[config.mk]
export PLATFORM = sky130hd
export DESIGN_NAME = cascading_prescaled_up_timers_flat
export DESIGN_NICKNAME = d
export VERILOG_FILES = /design/src/rtl/core/cpt_pkg.sv /design/src/rtl/core/cpt_in_if.sv /design/src/rtl/core/cpt_out_if.sv /design/src/rtl/core/cpt_timer.sv /design/src/rtl/core/cascading_prescaled_up_timers.sv /design/src/flat_wrapper.sv
export SDC_FILE = /design/constraint.sdc
export NUM_CORES = 1
export LEC_CHECK = 0
export ABC_AREA = 1
export BUFFER_PORTS_ARGS = -buffer_cell sky130_fd_sc_hd__buf_4
export CAP_MARGIN = 40
export CORE_MARGIN = 10
export CORE_UTILIZATION = 55
export DETAILED_ROUTE_END_ITERATION = 8
export PLACE_DENSITY_LB_ADDON = 0.08
export REMOVE_ABC_BUFFERS = 1
export SLEW_MARGIN = 10
export SYNTH_ARGS = -nofsm -noshare
export SYNTH_HDL_FRONTEND = slang
export SYNTH_SLANG_ARGS = --single-unit
[constraint.sdc]
create_clock -name clk -period 4 [get_ports clk]
set_clock_uncertainty 0.1 [all_clocks]
set_input_delay 0.2 -clock clk [delete_from_list [all_inputs] [get_ports clk]]
set_output_delay 0.2 -clock clk [all_outputs]
set_load 0.05 [all_outputs]
[src/rtl/core/cpt_pkg.sv]
// Package: shared types, operation codes and control word layout for the timer block.
`default_nettype none
package cpt_pkg;

    // Operation codes carried by an input beat.
    localparam logic [1:0] OP_TICK  = 2'd0;
    localparam logic [1:0] OP_READ  = 2'd1;
    localparam logic [1:0] OP_WRITE = 2'd2;

    // Control word bit positions.
    localparam int CTRL_CASC_BIT = 2;
    localparam int CTRL_IRQ_BIT  = 6;
    localparam int CTRL_EN_BIT   = 7;

    // Number of timers that have an interrupt pulse bit.
    localparam int IRQ_WIDTH = 4;

    typedef struct packed {
        logic        tick;
        logic        wr_count;
        logic        wr_ctrl;
        logic [15:0] data;
    } timer_cmd_t;

    typedef struct packed {
        logic [15:0] count;
        logic [15:0] ctrl;
        logic        ovf;
    } timer_stat_t;

    // Prescale period: twice the selected divider of 1, 64, 256 or 1024.
    function automatic logic [11:0] prescale_period(input logic [1:0] sel);
        logic [11:0] period;
        case (sel)
            2'd0:    period = 12'd2;
            2'd1:    period = 12'd128;
            2'd2:    period = 12'd512;
            2'd3:    period = 12'd2048;
            default: period = 12'd2;
        endcase
        return period;
    endfunction

    function automatic logic [15:0] pack_ctrl(input logic [1:0] sel, input logic casc,
                                              input logic irq_en, input logic en);
        logic [15:0] word;
        word                = 16'h0000;
        word[1:0]           = sel;
        word[CTRL_CASC_BIT] = casc;
        word[CTRL_IRQ_BIT]  = irq_en;
        word[CTRL_EN_BIT]   = en;
        return word;
    endfunction

endpackage
`default_nettype wire

[src/rtl/core/cpt_in_if.sv]
// Interface: input channel carrying tick, read and write requests.
`default_nettype none
interface cpt_in_if;
    logic        valid;
    logic        ready;
    logic [1:0]  op;
    logic [3:0]  offset;
    logic [15:0] write_data;

    modport source (output valid, op, offset, write_data, input ready);
    modport sink   (input valid, op, offset, write_data, output ready);
endinterface
`default_nettype wire

[src/rtl/core/cpt_out_if.sv]
// Interface: result channel carrying read data and interrupt pulses.
`default_nettype none
interface cpt_out_if;
    logic        valid;
    logic        ready;
    logic [15:0] read_data;
    logic [3:0]  irq_pulses;

    modport source (output valid, read_data, irq_pulses, input ready);
    modport sink   (input valid, read_data, irq_pulses, output ready);
endinterface
`default_nettype wire

[src/rtl/core/cpt_timer.sv]
// Module: one 16-bit up-counting timer with prescaler, reload and cascade input.
`default_nettype none
module cpt_timer (
    input  wire logic                clk,
    input  wire logic                rst_n,
    input  wire cpt_pkg::timer_cmd_t cmd,
    input  wire logic                carry_in,
    output cpt_pkg::timer_stat_t     stat
);

    logic [15:0] count_reg, count_next;
    logic [15:0] reload_reg, reload_next;
    logic [10:0] pc_reg, pc_next;
    logic [1:0]  sel_reg, sel_next;
    logic        casc_reg, casc_next;
    logic        irq_en_reg, irq_en_next;
    logic        en_reg, en_next;

    logic [11:0] pc_inc;
    logic [11:0] period;
    logic [11:0] pc_wrapped;
    logic        wrap;
    logic        step;
    logic        ovf;

    assign pc_inc     = {1'b0, pc_reg} + 12'd1;
    assign period     = cpt_pkg::prescale_period(sel_reg);
    assign wrap       = (pc_inc >= period);
    assign pc_wrapped = wrap ? (pc_inc - period) : pc_inc;

    // A prescaled timer steps when its prescaler wraps; a cascaded one on the lower overflow.
    assign step = cmd.tick && en_reg && (casc_reg ? carry_in : wrap);
    assign ovf  = step && (count_reg == 16'hFFFF);

    always_comb
    begin
        count_next  = count_reg;
        reload_next = reload_reg;
        pc_next     = pc_reg;
        sel_next    = sel_reg;
        casc_next   = casc_reg;
        irq_en_next = irq_en_reg;
        en_next     = en_reg;
        if (cmd.tick)
        begin
            if (en_reg && !casc_reg)
            begin
                pc_next = pc_wrapped[10:0];
            end
            if (step)
            begin
                count_next = ovf ? reload_reg : count_reg + 16'd1;
            end
        end
        if (cmd.wr_count)
        begin
            reload_next = cmd.data;
        end
        if (cmd.wr_ctrl)
        begin
            pc_next     = 11'd0;
            sel_next    = cmd.data[1:0];
            casc_next   = cmd.data[cpt_pkg::CTRL_CASC_BIT];
            irq_en_next = cmd.data[cpt_pkg::CTRL_IRQ_BIT];
            en_next     = cmd.data[cpt_pkg::CTRL_EN_BIT];
            if (!en_reg && cmd.data[cpt_pkg::CTRL_EN_BIT])
            begin
                count_next = reload_reg;
            end
        end
    end

    always_ff @(posedge clk or negedge rst_n)
    begin
        if (!rst_n)
        begin
            count_reg  <= 16'd0;
            reload_reg <= 16'd0;
            pc_reg     <= 11'd0;
            sel_reg    <= 2'd0;
            casc_reg   <= 1'b0;
            irq_en_reg <= 1'b0;
            en_reg     <= 1'b0;
        end
        else
        begin
            count_reg  <= count_next;
            reload_reg <= reload_next;
            pc_reg     <= pc_next;
            sel_reg    <= sel_next;
            casc_reg   <= casc_next;
            irq_en_reg <= irq_en_next;
            en_reg     <= en_next;
        end
    end

    assign stat.count = count_reg;
    assign stat.ctrl  = cpt_pkg::pack_ctrl(sel_reg, casc_reg, irq_en_reg, en_reg);
    assign stat.ovf   = ovf;

endmodule
`default_nettype wire

[src/rtl/core/cascading_prescaled_up_timers.sv]
// Top level: bank of cascadable prescaled up-timers behind halfword registers.
// An accepted beat waits in the input register and is processed as it moves into the result
// register. Throughput: one beat per cycle while result.ready holds; the limit is the single
// register-to-register pass through the timer bank, with the overflow ripple between timers.
// Reset: rst_n clears every counter, reload value, prescaler and control bit at once,
// and empties both the input and the result register.
`default_nettype none
module cascading_prescaled_up_timers #(
    parameter int NUM_TIMERS = 4
) (
    input  wire logic clk,
    input  wire logic rst_n,
    cpt_in_if.sink    item,
    cpt_out_if.source result
);

    localparam int IRQ_BITS = (NUM_TIMERS < cpt_pkg::IRQ_WIDTH) ? NUM_TIMERS
                                                                : cpt_pkg::IRQ_WIDTH;

    // Input register: holds the beat being worked on in this cycle.
    logic        s1_valid_reg;
    logic [1:0]  op_reg;
    logic [3:0]  offset_reg;
    logic [15:0] data_reg;

    // Result register: parts the timer bank from the downstream side.
    logic        out_valid_reg;
    logic [15:0] read_data_reg, read_data_next;
    logic [3:0]  irq_reg, irq_next;

    logic        advance;
    logic [1:0]  tidx;
    logic        addr_ok;

    cpt_pkg::timer_cmd_t  cmd  [NUM_TIMERS];
    cpt_pkg::timer_stat_t stat [NUM_TIMERS];

    // The held beat is processed, and the timer state updated, in the cycle that it moves
    // into the result register. That keeps every state change in beat order.
    assign advance    = s1_valid_reg && (!out_valid_reg || result.ready);
    assign item.ready = !s1_valid_reg || advance;

    // Timer t's counter sits at byte offset 4*t and its control word at 4*t+2.
    assign tidx    = offset_reg[3:2];
    assign addr_ok = !offset_reg[0] && (int'(tidx) < NUM_TIMERS);

    genvar t;
    generate
        for (t = 0; t < NUM_TIMERS; t++)
        begin : g_timer
            logic sel_hit;
            logic carry_in;

            assign sel_hit = advance && (op_reg == cpt_pkg::OP_WRITE) && addr_ok &&
                             (int'(tidx) == t);

            assign cmd[t].tick     = advance && (op_reg == cpt_pkg::OP_TICK);
            assign cmd[t].wr_count = sel_hit && !offset_reg[1];
            assign cmd[t].wr_ctrl  = sel_hit && offset_reg[1];
            assign cmd[t].data     = data_reg;

            // The first timer has nothing below it to cascade from.
            if (t == 0)
            begin : g_first
                assign carry_in = 1'b0;
            end
            else
            begin : g_chain
                assign carry_in = stat[t-1].ovf;
            end

            cpt_timer u_timer (
                .clk      (clk),
                .rst_n    (rst_n),
                .cmd      (cmd[t]),
                .carry_in (carry_in),
                .stat     (stat[t])
            );
        end
    endgenerate

    // Read data is a small select across the timers; anything other than a valid read is 0.
    always_comb
    begin
        read_data_next = 16'h0000;
        if ((op_reg == cpt_pkg::OP_READ) && addr_ok)
        begin
            for (int i = 0; i < NUM_TIMERS; i++)
            begin
                if (int'(tidx) == i)
                begin
                    read_data_next = offset_reg[1] ? stat[i].ctrl : stat[i].count;
                end
            end
        end
    end

    // Only the lowest timers own an interrupt bit. Overflow only happens on a tick.
    always_comb
    begin
        irq_next = 4'h0;
        for (int i = 0; i < IRQ_BITS; i++)
        begin
            irq_next[i] = stat[i].ovf && stat[i].ctrl[cpt_pkg::CTRL_IRQ_BIT];
        end
    end

    always_ff @(posedge clk or negedge rst_n)
    begin
        if (!rst_n)
        begin
            s1_valid_reg  <= 1'b0;
            out_valid_reg <= 1'b0;
        end
        else
        begin
            if (item.ready)
            begin
                s1_valid_reg <= item.valid;
            end
            if (advance)
            begin
                out_valid_reg <= 1'b1;
            end
            else if (result.ready)
            begin
                out_valid_reg <= 1'b0;
            end
        end
    end

    always_ff @(posedge clk)
    begin
        if (item.ready && item.valid)
        begin
            op_reg     <= item.op;
            offset_reg <= item.offset;
            data_reg   <= item.write_data;
        end
        if (advance)
        begin
            read_data_reg <= read_data_next;
            irq_reg       <= irq_next;
        end
    end

    assign result.valid      = out_valid_reg;
    assign result.read_data  = read_data_reg;
    assign result.irq_pulses = irq_reg;

    // A beat that is not a tick must never deliver interrupt pulses.
    a_irq_only_on_tick : assert property (@(posedge clk) disable iff (!rst_n)
        advance && (op_reg != cpt_pkg::OP_TICK) |=> (irq_reg == 4'h0))
        else $error("interrupt pulse on a beat that is not a tick");

    // Read data is zero for every beat that is not a read.
    a_rdata_zero : assert property (@(posedge clk) disable iff (!rst_n)
        advance && (op_reg != cpt_pkg::OP_READ) |=> (read_data_reg == 16'h0000))
        else $error("non-zero read data on a beat that is not a read");

    // A held beat that cannot move on must stay in the input register unchanged.
    a_s1_hold : assert property (@(posedge clk) disable iff (!rst_n)
        s1_valid_reg && !advance |=> s1_valid_reg && $stable(op_reg) &&
                                     $stable(offset_reg) && $stable(data_reg))
        else $error("held input beat lost or changed while stalled");

endmodule
`default_nettype wire
[src/flat_wrapper.sv]
// flat-port wrapper written by rule: the top's interface ports become plain ports
module cascading_prescaled_up_timers_flat 
#(
    parameter int NUM_TIMERS = 4
)
  (clk, rst_n, item_valid, item_op, item_offset, item_write_data, item_ready, result_valid, result_read_data, result_irq_pulses, result_ready);
  cpt_in_if item_i ();
  cpt_out_if result_i ();
  input  wire logic clk;
  input  wire logic rst_n;
  input wire logic [$bits(item_i.valid)-1:0] item_valid;
  input wire logic [$bits(item_i.op)-1:0] item_op;
  input wire logic [$bits(item_i.offset)-1:0] item_offset;
  input wire logic [$bits(item_i.write_data)-1:0] item_write_data;
  output wire logic [$bits(item_i.ready)-1:0] item_ready;
  output wire logic [$bits(result_i.valid)-1:0] result_valid;
  output wire logic [$bits(result_i.read_data)-1:0] result_read_data;
  output wire logic [$bits(result_i.irq_pulses)-1:0] result_irq_pulses;
  input wire logic [$bits(result_i.ready)-1:0] result_ready;
  assign item_i.valid = item_valid;
  assign item_i.op = item_op;
  assign item_i.offset = item_offset;
  assign item_i.write_data = item_write_data;
  assign item_ready = item_i.ready;
  assign result_valid = result_i.valid;
  assign result_read_data = result_i.read_data;
  assign result_irq_pulses = result_i.irq_pulses;
  assign result_i.ready = result_ready;
  cascading_prescaled_up_timers #(.NUM_TIMERS(NUM_TIMERS)) u_core (.clk(clk), .rst_n(rst_n), .item(item_i), .result(result_i));
endmodule
# After elaboration in Yosys (flattened, before gate mapping)

Index checks and enable logic that the tools add are counted.

Output and inout bits: 22
Input port bits: 26
Register bits after elaboration: 236
Word-level logic and storage cells: 201

Equality and inequality tests: 21
$add $sub $neg: 12
$lt $le $gt $ge: 4
Muxes and demuxes: 54
Reductions and logical operators: 75

Operator list:

| operator              | count |
|---|---|
| $mux 16               | 28 |
| $pmux 12 s4           | 4 |
| $mux 11               | 16 |
| $add 16x1->16 const B | 4 |
| $eq 16x16->1 const B  | 4 |
| $add 11x1->12 const B | 4 |
| $ge 12x12->1          | 4 |
| $sub 11x11->11        | 4 |
| $logic_and 1x1->1     | 42 |
| $eq 2x2->1 const B    | 11 |
| $reduce_bool 2->1     | 9 |
| $eq 2x1->1 const B    | 6 |
| $logic_not 1->1       | 12 |
| $logic_not 2->1       | 6 |
| $reduce_and 2->1      | 4 |
| $mux 1                | 6 |
| $logic_or 1x1->1      | 2 |

# Logic depth before layout (Yosys ltp)

Depth in word-level cells: 21
Mapped depth: 24
Mapped depth without buffers: 23

# Cells and area by module

Synthesis repeated with hierarchy kept, for this count alone.

Cells, all modules: 2473
Area total of the unflattened synthesis: 16656.0 um^2

Modules (own cells, without submodules):

| module                                     | times used | cells an instance | area each (um^2) |
|---|---|---|---|
| cpt_timer at u_core.g_timer[1].u_timer ... | 3          | 505               | 3404.5 |
| cpt_timer at u_core.g_timer[0].u_timer     | 1          | 484               | 3299.4 |
| cascading_prescaled_up_timers              | 1          | 474               | 3143.0 |

# Worst setup path after synthesis

No wires, ideal clock.

Kind: reg2reg
Start: register u_core.g_timer[0].u_timer.pc_reg[2]
End: register u_core.g_timer[3].u_timer.count_reg[9]
Stages on the path, launching flop included: 25
Arrival: 2.685 ns
Data required time: 3.783 ns
Library setup time: 0.117 ns
Path buffers: 1
Setup slack: 1.098 ns
Cell sequence: dfrtp_1 > nand2_1 > nor2_1 > nand3_1 > nor2_1 > nand2_1 > xor2_1 > inv_1 > ha_1 > nand3_1 > nand2_1 > inv_1 > nand2_1 > nand2_1 > nand2_2 > nand4_2 > nand2_2 > nand3_2 > nand2_4 > nand3_4 > buf_2 > nand3_1 > nand2_1 > nor2_1 > nor2_1

Cells in the longest elaborated chain, start to end: 19

RTL lines:

| item                                        | line            | source |
|---|---|---|
| start, declared                             | cpt_timer.sv:13 | `logic [10:0] pc_reg, pc_next;` |
| start signal, assigned                      | cpt_timer.sv:89 | `pc_reg <= pc_next;` |
| $add 11x1->12 *                             | cpt_timer.sv:26 | `assign pc_inc = {1'b0, pc_reg} + 12'd1;` |
| $ge 12x12->1 *                              | cpt_timer.sv:28 | `assign wrap = (pc_inc >= period);` |
| $mux 1 *                                    | cpt_timer.sv:32 | `assign step = cmd.tick && en_reg && (casc_reg ? carry_in : wrap);` |
| $logic_and 1x1->1 *                         | cpt_timer.sv:32 |  |
| $logic_and 1x1->1 *                         | cpt_timer.sv:33 | `assign ovf = step && (count_reg == 16'hFFFF);` |
| $mux 1 *                                    | cpt_timer.sv:32 |  |
| $logic_and 1x1->1 *                         | cpt_timer.sv:32 |  |
| $logic_and 1x1->1 *                         | cpt_timer.sv:33 |  |
| (+4 left out)                               | --              |  |
| $logic_and 1x1->1 *                         | cpt_timer.sv:32 |  |
| $logic_and 1x1->1                           | cpt_timer.sv:33 |  |
| $mux 16                                     | cpt_timer.sv:52 | `count_next = ovf ? reload_reg : count_reg + 16'd1;` |
| $mux 16 *                                   | cpt_timer.sv:50 | `if (step)` |
| $mux 16 *                                   | cpt_timer.sv:44 | `if (cmd.tick)` |
| $mux 16                                     | cpt_timer.sv:66 | `if (!en_reg && cmd.data[cpt_pkg::CTRL_EN_BIT])` |
| $mux 16 *                                   | cpt_timer.sv:59 | `if (cmd.wr_ctrl)` |
| via u_core.g_timer[3].u_timer.count_next[9] | cpt_timer.sv:11 | `logic [15:0] count_reg, count_next;` |
| end signal, assigned                        | cpt_timer.sv:87 | `count_reg <= count_next;` |
| end, declared                               | cpt_timer.sv:11 |  |

Mark *: on every way through the listed nets, which the timed path passes. The rest lies on a longest branch.
A chain may end at the register's enable or synchronous reset.

# Worst setup path after layout

Start: register u_core.g_timer[0].u_timer.pc_reg[2]
End: register u_core.g_timer[2].u_timer.count_reg[4]

Cells in the longest elaborated chain, start to end: 16

RTL lines:

| item                                        | line |
|---|---|
| $add 11x1->12 *                             | cpt_timer.sv:26 |
| $ge 12x12->1 *                              | cpt_timer.sv:28 |
| $mux 1 *                                    | cpt_timer.sv:32 |
| $logic_and 1x1->1 *                         | cpt_timer.sv:32 |
| $logic_and 1x1->1 *                         | cpt_timer.sv:33 |
| $mux 1 *                                    | cpt_timer.sv:32 |
| $logic_and 1x1->1 *                         | cpt_timer.sv:32 |
| $logic_and 1x1->1 *                         | cpt_timer.sv:33 |
| $mux 1 *                                    | cpt_timer.sv:32 |
| $logic_and 1x1->1 *                         | cpt_timer.sv:32 |
| $logic_and 1x1->1                           | cpt_timer.sv:33 |
| $mux 16                                     | cpt_timer.sv:52 |
| $mux 16 *                                   | cpt_timer.sv:50 |
| $mux 16 *                                   | cpt_timer.sv:44 |
| $mux 16                                     | cpt_timer.sv:66 |
| $mux 16 *                                   | cpt_timer.sv:59 |
| via u_core.g_timer[2].u_timer.count_next[4] | cpt_timer.sv:11 |
| end signal, assigned                        | cpt_timer.sv:87 |
| end, declared                               | cpt_timer.sv:11 |

Marks and branches as above.

==> impl_metrics.yaml <==
yosys:
  ys.warnings.count: 0
  syn-instance-count: 1805
  synthDistinctLibCells: 56
  yosysSeqAreaShare_pct: 43.89
  synth_area_leader_cell: "dfrtp_1"
  ys_ff_latch: 236
  yosys.cell_count.top_type: "nand2_1"
  avgSynthCellArea_sq_um: 7.721
  synth_flop_cell: "dfrtp_1"
  synth_top_area_share_pct: 34.84
  async_flop_share_pct: 82.20
  synth_common_cells: "362 x nand2_1, 246 x inv_1, 206 x o21ai_0"
  netlist_area_sq_um: 13940
  synth_area_leaders: "dfrtp_1 35%, nand2_1 9.8%, edfxtp_1 9.1%"
  synth_edf_count: 42
placed_design:
  hpwl_mm: 26.70
  place_inst: 2158
  portBuffers: 47
  placed_area_sq_um: 14790
  gp_congestion: 0.8970
  place_ws_ns: 0.2424
worst_hold_path:
  hp-class: "in -> async"
floorplan:
  fp.dieH_um: 179.2
  rows: 58
  ios: 48
  initial_core_util_pct: 55.66
  dieArea_sq_um: 32110
  coreArea_sq_um: 25040
  fp.dieW_um: 179.2
route:
  dr.pass1.iters: 6
  wirelength_mm: 37.93
  drtIter0Drc: 1096
  dr_total_vias: 12440
  viasPerCell: 5.561
  drcViolationCount: 0
  ant_nets: 0
  wl_per_cell_um: 16.96
cts:
  clk_pin_slew_ns: 0.06
  cts_buffer_depth: 3
  cts_tree: "built"
  clk_latency_ns: 0.55
  cts_max_level: 1
  cts_made_buffers: 27
  cts.sinks: 236
  cts_root_buffer: "clkbuf_16"
final_layout:
  final_cells: 2236
  multi_input_area_sq_um: 6634
  areaGrowthSynthToFinish_pct: 14.30
  layout-drive-gt1-share_pct: 9.601
  seqCellArea_sq_um: 6116
  n_fill_cell: 2231
  antenna_cells: 0
  final_area_sq_um: 15930
  layout.nets: 1939
critical_path:
  path_max_fanout: 15
  crit_start: "u_core.g_timer[0].u_timer.pc_reg[2]"
  arrival_ns: 3.96
  end_kind: "flip-flop"
  critical_path_class: "reg -> reg"
  r2r-end: "u_core.g_timer[2].u_timer.count_reg[4]"
  crit_required_ns: 4.37
  r2r_cells: 22
  r2r_start: "u_core.g_timer[0].u_timer.pc_reg[2]"
  critPathCapture: "u_core.g_timer[2].u_timer.count_reg[4]"
  critPathLaunchType: "flip-flop"
  r2r_slack_ns: 0.41
timing:
  slew_headroom_pct: 41.00
  worst_slack_ns: 0.4103
  worst_pin_slew_ns: 0.8841
  timing.fmax_mhz: 278.6
  slew_violations: 0
  setup_viol: 0
  rsz0062_at_grt: "no"
  timing.final.crit_period_ns: 3.590
  setup_tns_ns: 0
  timing.final.crit_share_pct: 89.74
  hold_viol: 0
flow_run:
  drv_cap: 0
global_routing:
  grt_pass1_wl_mm: 61.74
  antenna_found_initial: 0
  grt_pass1_vias: 11920
  grt-ovfl-total: 0
  grtUsageTotal_pct: 23.65
  grt_max_degree: 80
pwr:
  ir_worst_vdd_uv: 443.3
  p_leak_nw: 7.602
  powerDensity_nw_per_um2: 619.3
outcome:
  status: "complete, no violations"
==> logic make-up (layout without fill, tap and decap cells) <==
kind of cell	Yosys count	in the layout	share of synthesized area, %
AO/OA/AOI/OAI	422	422	17.60
XOR/XNOR	65	65	4.085
adder cells (fa/ha/maj)	28	28	2.514
buffers and inverters	310	410	8.673
flip-flops	236	236	43.89
AND/OR/NAND/NOR	744	745	23.24
==> metrics by stage <==
stage / total power, W / utilization, % / hold WS (ns)
6_report: 0.009865 / 63.62 / 0.007841
5_1_grt: 0.01065 / 63.62 / 0.01640
4_1_cts: 0.009869 / 63.52 / 0.006081
3_5_place_dp: 0.007414 / 59.09 / 0.01645
3_3_place_gp: 0.007290 / 58.65 / 0.2785
2_1_floorplan: 0.006395 / - / -0.1956
==> layer usage <==
layer	vias to the layer above	track usage [%]	share of wire [%]
met3	69	3.012	5.4
met4	0	7.140	2.6
met5	-	0	0
met1	5847	32.09	45
met2	355	38.79	47
li1	6164	-	-
==> what timing repair did <==
item	in CTS	in global routing
gates resized for setup	0	3
buffers inserted	0	0
hold buffers	27	0
setup endpoints to repair	0	18
hold endpoints to repair	171	0
==> where the power goes <==
part / internal [W] / switching, W
combinational: 0.00143 / 0.00240
sequential: 0.00306 / 0.000590
clock: 0.00138 / 0.00101
total: 0.00586 / 0.00400
==> how the worst min path moves through the flow <==
stage                                   from                                  end  slack (ns)  cells past startpoint
after floorplan                        rst_n   u_core.g_timer[0].u_timer.casc_reg       -0.20                      0
after global placement    item_write_data[4]                   u_core.data_reg[4]        0.28                      1
after detailed placement               rst_n  u_core.g_timer[1].u_timer.pc_reg[5]        0.02                      1
after CTS                              rst_n  u_core.g_timer[1].u_timer.pc_reg[2]       0.006                      2
after global routing                   rst_n  u_core.g_timer[1].u_timer.pc_reg[2]        0.02                      2
final                                  rst_n  u_core.g_timer[1].u_timer.pc_reg[2]       0.008                      2
==> critical path: stages, from the launching register on <==
cell,delay (ns)
dfrtp_1,0.46
nand2_1,0.08
nor2_1,0.14
nand3_1,0.17
nor2_1,0.17
nand2_1,0.08
xor2_1,0.14
inv_1,0.07
ha_1,0.34
nand3_1,0.09
nand2_1,0.06
inv_1,0.05
nand2_1,0.05
nand2_1,0.08
nand2_4,0.16
nand4_2,0.13
nand2_2,0.14
nand3_2,0.09
nand2_4,0.17
nand2_2,0.17
inv_1,0.29
o21bai_1,0.10
a21oi_1,0.16
==> final cells by class <==
type / count / area share, %
multi-input cells: 1260 / 41.65
clock buffers: 36 / 4.454
clock inverters: 14 / 0.8091
well taps: 330 / 2.592
repair buffers: 105 / 6.095
flip-flops and latches: 236 / 38.39
inverters: 255 / 6.009
==> cell usage in the layout, fill, tap and decap left out, types with 6 or more instances in the layout <==
cell type / Yosys / final
nand2_1: 362 / 362
inv_1: 246 / 246
o21ai_0: 206 / 206
nor2_1: 200 / 200
dfrtp_1: 194 / 194
nand3_1: 86 / 86
a21oi_1: 79 / 79
buf_4: 4 / 70
xor2_1: 53 / 53
edfxtp_1: 42 / 42
ha_1: 28 / 28
clkbuf_16: 0 / 27
dlygate4sd3_1: 0 / 27
nor3_1: 24 / 24
o22ai_1: 23 / 23
a31oi_1: 20 / 20
nand4_1: 19 / 19
o211ai_1: 18 / 18
a21oi_2: 16 / 16
o21bai_1: 12 / 12
xnor2_1: 12 / 12
or2_2: 11 / 11
a221oi_1: 10 / 10
clkbuf_1: 37 / 9
nand3_2: 7 / 7
inv_2: 7 / 7
o21a_1: 7 / 7
a32o_1: 6 / 6
No activity file was read; power rests on OpenSTA's default activity.
